File: src/rtl/bmmd_pkg.sv
// shared types, codes and constants for the banked memory map decoder
package bmmd_pkg;

	localparam logic [1:0] MAPPER_ROM_ONLY = 2'd0;
	localparam logic [1:0] MAPPER_MBC1     = 2'd1;
	localparam logic [1:0] MAPPER_MBC3     = 2'd2;

	localparam logic [3:0] REGION_ROM0   = 4'd0;
	localparam logic [3:0] REGION_ROMN   = 4'd1;
	localparam logic [3:0] REGION_VRAM   = 4'd2;
	localparam logic [3:0] REGION_EXTRAM = 4'd3;
	localparam logic [3:0] REGION_WRAM   = 4'd4;
	localparam logic [3:0] REGION_OAM    = 4'd5;
	localparam logic [3:0] REGION_IO     = 4'd6;
	localparam logic [3:0] REGION_HRAM   = 4'd7;
	localparam logic [3:0] REGION_NONE   = 4'd8;

	localparam logic       OP_READ  = 1'b0;
	localparam logic       OP_WRITE = 1'b1;

	localparam logic [15:0] ADDR_ROMN     = 16'h4000;
	localparam logic [15:0] ADDR_VRAM     = 16'h8000;
	localparam logic [15:0] ADDR_EXTRAM   = 16'hA000;
	localparam logic [15:0] ADDR_WRAM     = 16'hC000;
	localparam logic [15:0] ADDR_OAM      = 16'hFE00;
	localparam logic [15:0] ADDR_UNUSABLE = 16'hFEA0;
	localparam logic [15:0] ADDR_IO       = 16'hFF00;
	localparam logic [15:0] ADDR_HRAM     = 16'hFF80;
	localparam logic [15:0] ADDR_IE       = 16'hFFFF;

	localparam logic [15:0] ADDR_BANK_LO  = 16'h2000;
	localparam logic [15:0] ADDR_BANK_HI  = 16'h6000;

	localparam logic [3:0] RAM_ENABLE_KEY  = 4'hA;
	localparam logic [7:0] RAM_SEL_MAX     = 8'h03;
	localparam logic [7:0] FIXED_OPEN_BUS  = 8'hFF;
	localparam logic [7:0] FIXED_UNUSABLE  = 8'h00;

	localparam logic [6:0] ROM_SEL_RESET   = 7'd1;

	typedef struct packed {
		logic        opcode;
		logic [15:0] address;
		logic [7:0]  write_data;
	} in_item_t;

	typedef struct packed {
		logic [3:0]  region;
		logic [13:0] region_offset;
		logic [6:0]  rom_bank_used;
		logic [1:0]  ram_bank_used;
		logic [20:0] rom_phys_address;
		logic        rom_phys_valid;
		logic        write_enable;
		logic        fixed_valid;
		logic [7:0]  fixed_value;
	} out_item_t;

	typedef struct packed {
		logic [6:0] rom_sel;
		logic [7:0] ram_sel;
		logic       ram_enable;
		logic       banking_mode;
	} bank_state_t;

endpackage

File: src/rtl/banked_memory_map_decoder.sv
// top level: input register, decode and result register of the memory map decoder
// a beat goes from the input register through the decode into the result register
// throughput: one beat per cycle while out_ready is high, set by the single decode stage between registers
// bank register writes take effect for the very next beat
// reset clears the stage valids, mapper kind, ram bank, enable and mode registers; rom bank resets to 1
module banked_memory_map_decoder (
	input  logic                clk,
	input  logic                arst_n,
	input  logic                cfg_we,
	input  logic [1:0]          cfg_wdata,
	input  logic                in_valid,
	output logic                in_ready,
	input  bmmd_pkg::in_item_t  in_data,
	output logic                out_valid,
	input  logic                out_ready,
	output bmmd_pkg::out_item_t out_data
);

	logic                  valid_s1;
	bmmd_pkg::in_item_t    item_s1;
	logic                  valid_s2;
	bmmd_pkg::out_item_t   result_s2;
	logic                  advance;
	logic [1:0]            mapper_kind;
	bmmd_pkg::bank_state_t bank;
	bmmd_pkg::bank_state_t bank_next;
	bmmd_pkg::out_item_t   result;

	assign advance  = valid_s1 && (!valid_s2 || out_ready);
	assign in_ready = !valid_s1 || advance;

	always_ff @(posedge clk or negedge arst_n) begin
		if (!arst_n) begin
			valid_s1 <= 1'b0;
		end else if (in_ready) begin
			valid_s1 <= in_valid;
		end
	end

	always_ff @(posedge clk) begin
		if (in_valid && in_ready) begin
			item_s1 <= in_data;
		end
	end

	always_ff @(posedge clk or negedge arst_n) begin
		if (!arst_n) begin
			valid_s2 <= 1'b0;
		end else if (!valid_s2 || out_ready) begin
			valid_s2 <= valid_s1;
		end
	end

	always_ff @(posedge clk) begin
		if (advance) begin
			result_s2 <= result;
		end
	end

	bmmd_regs u_regs (
		.clk         (clk),
		.arst_n      (arst_n),
		.cfg_we      (cfg_we),
		.cfg_wdata   (cfg_wdata),
		.upd_en      (advance),
		.bank_next   (bank_next),
		.mapper_kind (mapper_kind),
		.bank        (bank)
	);

	bmmd_decode u_decode (
		.item        (item_s1),
		.mapper_kind (mapper_kind),
		.bank        (bank),
		.result      (result),
		.bank_next   (bank_next)
	);

	assign out_valid = valid_s2;
	assign out_data  = result_s2;

endmodule

File: src/rtl/bmmd_regs.sv
// mapper kind register and bank, enable and mode registers
module bmmd_regs (
	input  logic                  clk,
	input  logic                  arst_n,
	input  logic                  cfg_we,
	input  logic [1:0]            cfg_wdata,
	input  logic                  upd_en,
	input  bmmd_pkg::bank_state_t bank_next,
	output logic [1:0]            mapper_kind,
	output bmmd_pkg::bank_state_t bank
);

	logic [1:0]            mapper_kind_q;
	bmmd_pkg::bank_state_t bank_q;

	always_ff @(posedge clk or negedge arst_n) begin
		if (!arst_n) begin
			mapper_kind_q <= bmmd_pkg::MAPPER_ROM_ONLY;
		end else if (cfg_we) begin
			mapper_kind_q <= cfg_wdata;
		end
	end

	always_ff @(posedge clk or negedge arst_n) begin
		if (!arst_n) begin
			bank_q.rom_sel      <= bmmd_pkg::ROM_SEL_RESET;
			bank_q.ram_sel      <= '0;
			bank_q.ram_enable   <= 1'b0;
			bank_q.banking_mode <= 1'b0;
		end else if (upd_en) begin
			bank_q <= bank_next;
		end
	end

	assign mapper_kind = mapper_kind_q;
	assign bank        = bank_q;

endmodule

File: src/rtl/bmmd_decode.sv
// address decode and next bank register values for one bus access
module bmmd_decode (
	input  bmmd_pkg::in_item_t    item,
	input  logic [1:0]            mapper_kind,
	input  bmmd_pkg::bank_state_t bank,
	output bmmd_pkg::out_item_t   result,
	output bmmd_pkg::bank_state_t bank_next
);

	logic        is_mbc1;
	logic        is_mbc3;
	logic        is_write;
	logic [15:0] addr;
	logic [7:0]  data;
	logic [6:0]  romn_bank;
	logic        rtc_sel;
	logic        ram_reach;
	logic [4:0]  low5;
	logic [6:0]  low7;
	logic        key_ok;

	assign is_mbc1  = (mapper_kind == bmmd_pkg::MAPPER_MBC1);
	assign is_mbc3  = (mapper_kind == bmmd_pkg::MAPPER_MBC3);
	assign is_write = (item.opcode == bmmd_pkg::OP_WRITE);
	assign addr     = item.address;
	assign data     = item.write_data;
	assign rtc_sel  = is_mbc3 && (bank.ram_sel > bmmd_pkg::RAM_SEL_MAX);
	assign ram_reach = bank.ram_enable && !rtc_sel && (is_mbc1 || is_mbc3);
	assign low5     = (data[4:0] == 5'd0) ? 5'd1 : data[4:0];
	assign low7     = (data[6:0] == 7'd0) ? 7'd1 : data[6:0];
	assign key_ok   = (data[3:0] == bmmd_pkg::RAM_ENABLE_KEY);

	always_comb begin
		if (is_mbc1) begin
			romn_bank = bank.banking_mode ? {2'b00, bank.rom_sel[4:0]} : bank.rom_sel;
		end else if (is_mbc3) begin
			romn_bank = bank.rom_sel;
		end else begin
			romn_bank = 7'd1;
		end
	end

	// region decode
	always_comb begin
		result = '0;
		if (addr < bmmd_pkg::ADDR_ROMN) begin
			result.region           = bmmd_pkg::REGION_ROM0;
			result.region_offset    = addr[13:0];
			result.rom_phys_address = {7'd0, addr[13:0]};
			result.rom_phys_valid   = 1'b1;
		end else if (addr < bmmd_pkg::ADDR_VRAM) begin
			result.region           = bmmd_pkg::REGION_ROMN;
			result.region_offset    = addr[13:0];
			result.rom_bank_used    = romn_bank;
			result.rom_phys_address = {romn_bank, addr[13:0]};
			result.rom_phys_valid   = 1'b1;
		end else if (addr < bmmd_pkg::ADDR_EXTRAM) begin
			result.region        = bmmd_pkg::REGION_VRAM;
			result.region_offset = {1'b0, addr[12:0]};
			result.write_enable  = 1'b1;
		end else if (addr < bmmd_pkg::ADDR_WRAM) begin
			result.region        = bmmd_pkg::REGION_EXTRAM;
			result.region_offset = {1'b0, addr[12:0]};
			if (!rtc_sel && (is_mbc1 || is_mbc3)) begin
				result.ram_bank_used = bank.ram_sel[1:0];
			end
			if (ram_reach) begin
				result.write_enable = 1'b1;
			end else begin
				result.fixed_valid = 1'b1;
				result.fixed_value = bmmd_pkg::FIXED_OPEN_BUS;
			end
		end else if (addr < bmmd_pkg::ADDR_OAM) begin
			// echo area folds onto work ram
			result.region        = bmmd_pkg::REGION_WRAM;
			result.region_offset = {1'b0, addr[12:0]};
			result.write_enable  = 1'b1;
		end else if (addr < bmmd_pkg::ADDR_UNUSABLE) begin
			result.region        = bmmd_pkg::REGION_OAM;
			result.region_offset = {6'd0, addr[7:0]};
			result.write_enable  = 1'b1;
		end else if (addr < bmmd_pkg::ADDR_IO) begin
			result.region      = bmmd_pkg::REGION_NONE;
			result.fixed_valid = 1'b1;
			result.fixed_value = bmmd_pkg::FIXED_UNUSABLE;
		end else if (addr < bmmd_pkg::ADDR_HRAM) begin
			result.region        = bmmd_pkg::REGION_IO;
			result.region_offset = {6'd0, addr[7:0]};
			result.write_enable  = 1'b1;
		end else if (addr < bmmd_pkg::ADDR_IE) begin
			result.region        = bmmd_pkg::REGION_HRAM;
			result.region_offset = {7'd0, addr[6:0]};
			result.write_enable  = 1'b1;
		end else begin
			result.region        = bmmd_pkg::REGION_IO;
			result.region_offset = {6'd0, addr[7:0]};
			result.write_enable  = 1'b1;
		end
		if (is_write) begin
			result.fixed_valid = 1'b0;
			result.fixed_value = '0;
		end else begin
			result.write_enable = 1'b0;
		end
	end

	// mapper register writes
	always_comb begin
		bank_next = bank;
		if (is_write && (addr < bmmd_pkg::ADDR_VRAM)) begin
			if (is_mbc1) begin
				if (addr < bmmd_pkg::ADDR_BANK_LO) begin
					bank_next.ram_enable = key_ok;
				end else if (addr < bmmd_pkg::ADDR_ROMN) begin
					bank_next.rom_sel = {bank.rom_sel[6:5], low5};
				end else if (addr < bmmd_pkg::ADDR_BANK_HI) begin
					if (bank.banking_mode) begin
						bank_next.ram_sel = {6'd0, data[1:0]};
					end else begin
						bank_next.rom_sel = {data[1:0], bank.rom_sel[4:0]};
					end
				end else begin
					bank_next.banking_mode = data[0];
				end
			end else if (is_mbc3) begin
				if (addr < bmmd_pkg::ADDR_BANK_LO) begin
					bank_next.ram_enable = key_ok;
				end else if (addr < bmmd_pkg::ADDR_ROMN) begin
					bank_next.rom_sel = low7;
				end else if (addr < bmmd_pkg::ADDR_BANK_HI) begin
					bank_next.ram_sel = data;
				end
			end
		end
	end

endmodule
File: config.mk
export PLATFORM = sky130hd
export DESIGN_NAME = banked_memory_map_decoder
export DESIGN_NICKNAME = d
export VERILOG_FILES = /design/src/rtl/bmmd_pkg.sv /design/src/rtl/banked_memory_map_decoder.sv /design/src/rtl/bmmd_regs.sv /design/src/rtl/bmmd_decode.sv
export SDC_FILE = /design/constraint.sdc
export NUM_CORES = 1
export LEC_CHECK = 0
export BUFFER_PORTS_ARGS = -buffer_cell sky130_fd_sc_hd__buf_2
export CORE_UTILIZATION = 46
export DETAILED_ROUTE_END_ITERATION = 8
export PLACE_DENSITY = 0.73
export SLEW_MARGIN = 20
export SYNTH_ARGS = -nofsm -noshare
export SYNTH_HDL_FRONTEND = slang
export SYNTH_SLANG_ARGS = --single-unit
File: constraint.sdc
create_clock -name clk -period 2.21 [get_ports clk]
set_clock_uncertainty 0.1 [all_clocks]
set_input_delay 0.442 -clock clk [delete_from_list [all_inputs] [get_ports clk]]
set_output_delay 0.442 -clock clk [all_outputs]
set_load 0.02 [all_outputs]
==> flow_summary_export.csv <==
group,metric,value,unit
route,drtIter0Drc,128,
job,max-cap-violations,0,
route,vias,2271,
clocking,clock_path_buffers,2,
setup_path,cp-start-kind,"flop",
power,p_leak,1.97,nW
synth,synth.area.top_cells,"edfxtp_1 54%, dfrtp_1 13%, buf_4 3.1%",
synth,synth-seq-cells,90,
synth,synth_seq_area_share,68.0,%
final_layout,final_util,58.4,%
floorplanning,ios,93,
clocking,cts-root-buf,"clkbuf_8",
timing,finalCritPeriodShare,92.5,%
final_layout,antennaDiodeCount,0,
timing,tns,0,ns
global_route,grt_pass1_wl,10700,um
clocking,cts_tree,"done",
global_route,track_usage,16.5,%
timing,setup_viol,0,
setup_path,path_class,"reg -> reg",
setup_path,r2r-end,"u_regs.bank[6]$_DFFE_PN0P_",
setup_path,crit_buf_inv,1,
placement,hpwl,4990,um
timing,slew_violations,0,
setup_path,reg2reg_from,"item_s1[23]$_DFFE_PP_",
floorplanning,dieWidth,93.2,um
final_layout,drive_gt1_share,40.8,%
final_layout,fin_area,4610,um^2
hold_path,worstHoldEndpoint,"item_s1[5]$_DFFE_PP_",
route,avgViaCountPerCell,4.83,
clocking,h-tree-depth,3,
clocking,clk_pin_slew_worst_paths,0.08,ns
hold_path,hold_path_depth,1,
floorplanning,initial_core_util,48.5,%
synth,avgSynthCellArea,14.6,um^2
global_route,grt_pass1_vias,2203,
setup_path,regToRegSetupSlack,0.17,ns
setup_path,required,2.35,ns
hold_path,hp-class,"in -> reg",
final_layout,nNetsFinal,402,
synth,synth_warnings,0,
synth,synth-edff-count,69,
global_route,grt_max_degree,45,
power,p_per_area,782,nW/um^2
setup_path,crit_slowest_cell,"or4_4",
synth,syn_area,3820,um^2
timing,fin_hold_ws,0.157,ns
floorplanning,dieArea,8680,um^2
placement,port_buffers,92,
clocking,cts_inserted_buffers,9,
setup_path,cp-end-kind,"flop",
floorplanning,die_y,93.2,um
route,drtPass1Iterations,4,
hold_path,hold_start,"in_data[5]",
route,drt-total-wl,6650,um
synth,netlist_instances,262,
setup_path,cp_top_family,"simple AND/OR/NAND/NOR gates",
timing,worst_pin_slew,0.459,ns
global_route,antenna_found_initial,0,
synth,syn-num-nets,301,
setup_path,path_max_fanout,8,
setup_path,reg2regPathDepth,5,
clocking,worstSkewPairLatency,0.35,ns
synth,synth_top_flop_cell,"edfxtp_1",
placement,placed_area,4390,um^2
setup_path,worstPathCellList,"inv_1 -> ha_1 -> a21o_1 -> or4_4 -> mux2_4",
synth,yosysTopAreaCellShare,54.2,%
floorplanning,num_rows,32,
route,ant_nets,0,
final_layout,area_growth,20.5,%
synth,yosys.area.top_type,"edfxtp_1",
setup_path,critPathMaxStageDelay,0.60,ns
synth,synth_cell_types,43,
route,wl_per_cell,14.1,um
outcome,status,"finished clean",
placement,place_congestion,0.828,
global_route,gr-total-overflow,0,
setup_path,arrival,2.19,ns
timing,hold_viol,0,
timing,max-slew-margin-rel,68.6,%
floorplanning,core-area,7890,um^2
synth,ys_async_sr_fraction,23.3,%
timing,fmax,489,MHz
timing,period_needed,2.04,ns
power,peakVddDrop,355,uV
route,drc_errors,0,
clocking,cts_sinks,90,
what timing repair did:
action	in CTS	in global routing
endpoints found under the setup margin	0	10
hold endpoints to repair	20	0
hold buffers	1	0
buffers inserted	0	2
resized for setup	0	4
placed cells by master, fill, tap and decap left out, drive strengths merged, types with 2 or more instances in the layout:
cell and count:
nand2 14, and2 18, a21oi 7, nor3b 2, dfrtp 20, nor4 5
ha 7, and3 4, clkbuf 10, inv 11, clkinv 2, nor3 2
nand2b 5, nor2b 17, o21ai 7, nor2 8, and2b 7, nand4 4
buf 108, clkinvlp 4, o21a 2, a2111oi 2, mux2i 7, edfxtp 69
or4 2, mux2 11, nand3 2
state kept, by name (all words and copies together), names as in the netlist:
signal	flops
item_s1	25
out_data	44
out_valid	1
u_regs.bank	17
u_regs.mapper_kind	2
valid_s1	1
synthesized netlist by cell type, types with 2 or more instances:
cell type	n
nand2b_1	4
ha_1	7
and2b_2	5
edfxtp_1	69
a2111oi_0	2
and3_1	4
o21a_1	2
nor2_1	8
nand2_1	14
nand4_1	3
and2b_1	2
and2_1	17
dfrtp_1	20
nor3_1	2
nor2b_1	17
mux2_2	3
mux2i_1	7
inv_1	11
nor4_1	4
nor3b_1	2
a21oi_1	7
buf_4	16
clkbuf_1	2
nand3_1	2
mux2_4	8
o21ai_0	7
metal layers:
layer | routed length, um | track usage (%)
met5 | 0 | 0
met4 | 87 | 6.79
met3 | 387 | 3.90
met2 | 3170 | 26.0
met1 | 3000 | 22.2
through the flow:
stage                     setup slack [ns]  instances  total power (W)
after floorplan                      0.108        262          0.00249
after global placement               0.209        451          0.00266
after detailed placement            0.0646        451          0.00268
after CTS                           0.0509        468          0.00364
after global routing               -0.0146        470          0.00377
final                                0.166        470          0.00360
worst max-delay path by stage:
stage | startpoint | end | slack [ns] | cells after the start
4_1_cts | item_s1[23]$_DFFE_PP_ | out_data[43]$_DFFE_PP_ | 0.05 | 7
5_1_grt | item_s1[23]$_DFFE_PP_ | out_data[43]$_DFFE_PP_ | -0.01 | 7
6_report | item_s1[23]$_DFFE_PP_ | u_regs.bank[6]$_DFFE_PN0P_ | 0.17 | 5
2_1_floorplan | item_s1[23]$_DFFE_PP_ | out_data[48]$_DFFE_PP_ | 0.11 | 6
3_5_place_dp | item_s1[23]$_DFFE_PP_ | out_data[43]$_DFFE_PP_ | 0.06 | 7
3_3_place_gp | item_s1[23]$_DFFE_PP_ | out_data[44]$_DFFE_PP_ | 0.21 | 7
cell families after synthesis:
kind of cell             after synthesis  synth area share (%)
AO/OA/AOI/OAI                         23                  3.73
adder cells (fa/ha/maj)                7                  2.29
buffers and inverters                 30                  4.71
flip-flops                            90                  68.0
multiplexers                          18                  5.86
AND/OR/NAND/NOR                       94                  15.4
final cells by class:
| cell class | instances | area (um^2) |
|---|---|---|
| Inverter | 11 | 41.3 |
| Fill cell | 642 | 3280 |
| Clock buffer | 10 | 128 |
| Sequential cell | 90 | 2600 |
| Timing Repair Buffer | 109 | 603 |
| Tap cell | 102 | 128 |
| Clock inverter | 6 | 43.8 |
| Multi-Input combinational cell | 142 | 1060 |
report_power, final:
part	internal [W]	leakage (nW)	switching [W]
combinational	0.000225	0.970	0.000322
clock	0.000407	0.0745	0.000553
sequential	0.00201	0.924	0.0000835
Power figures use the tool's default switching activity.
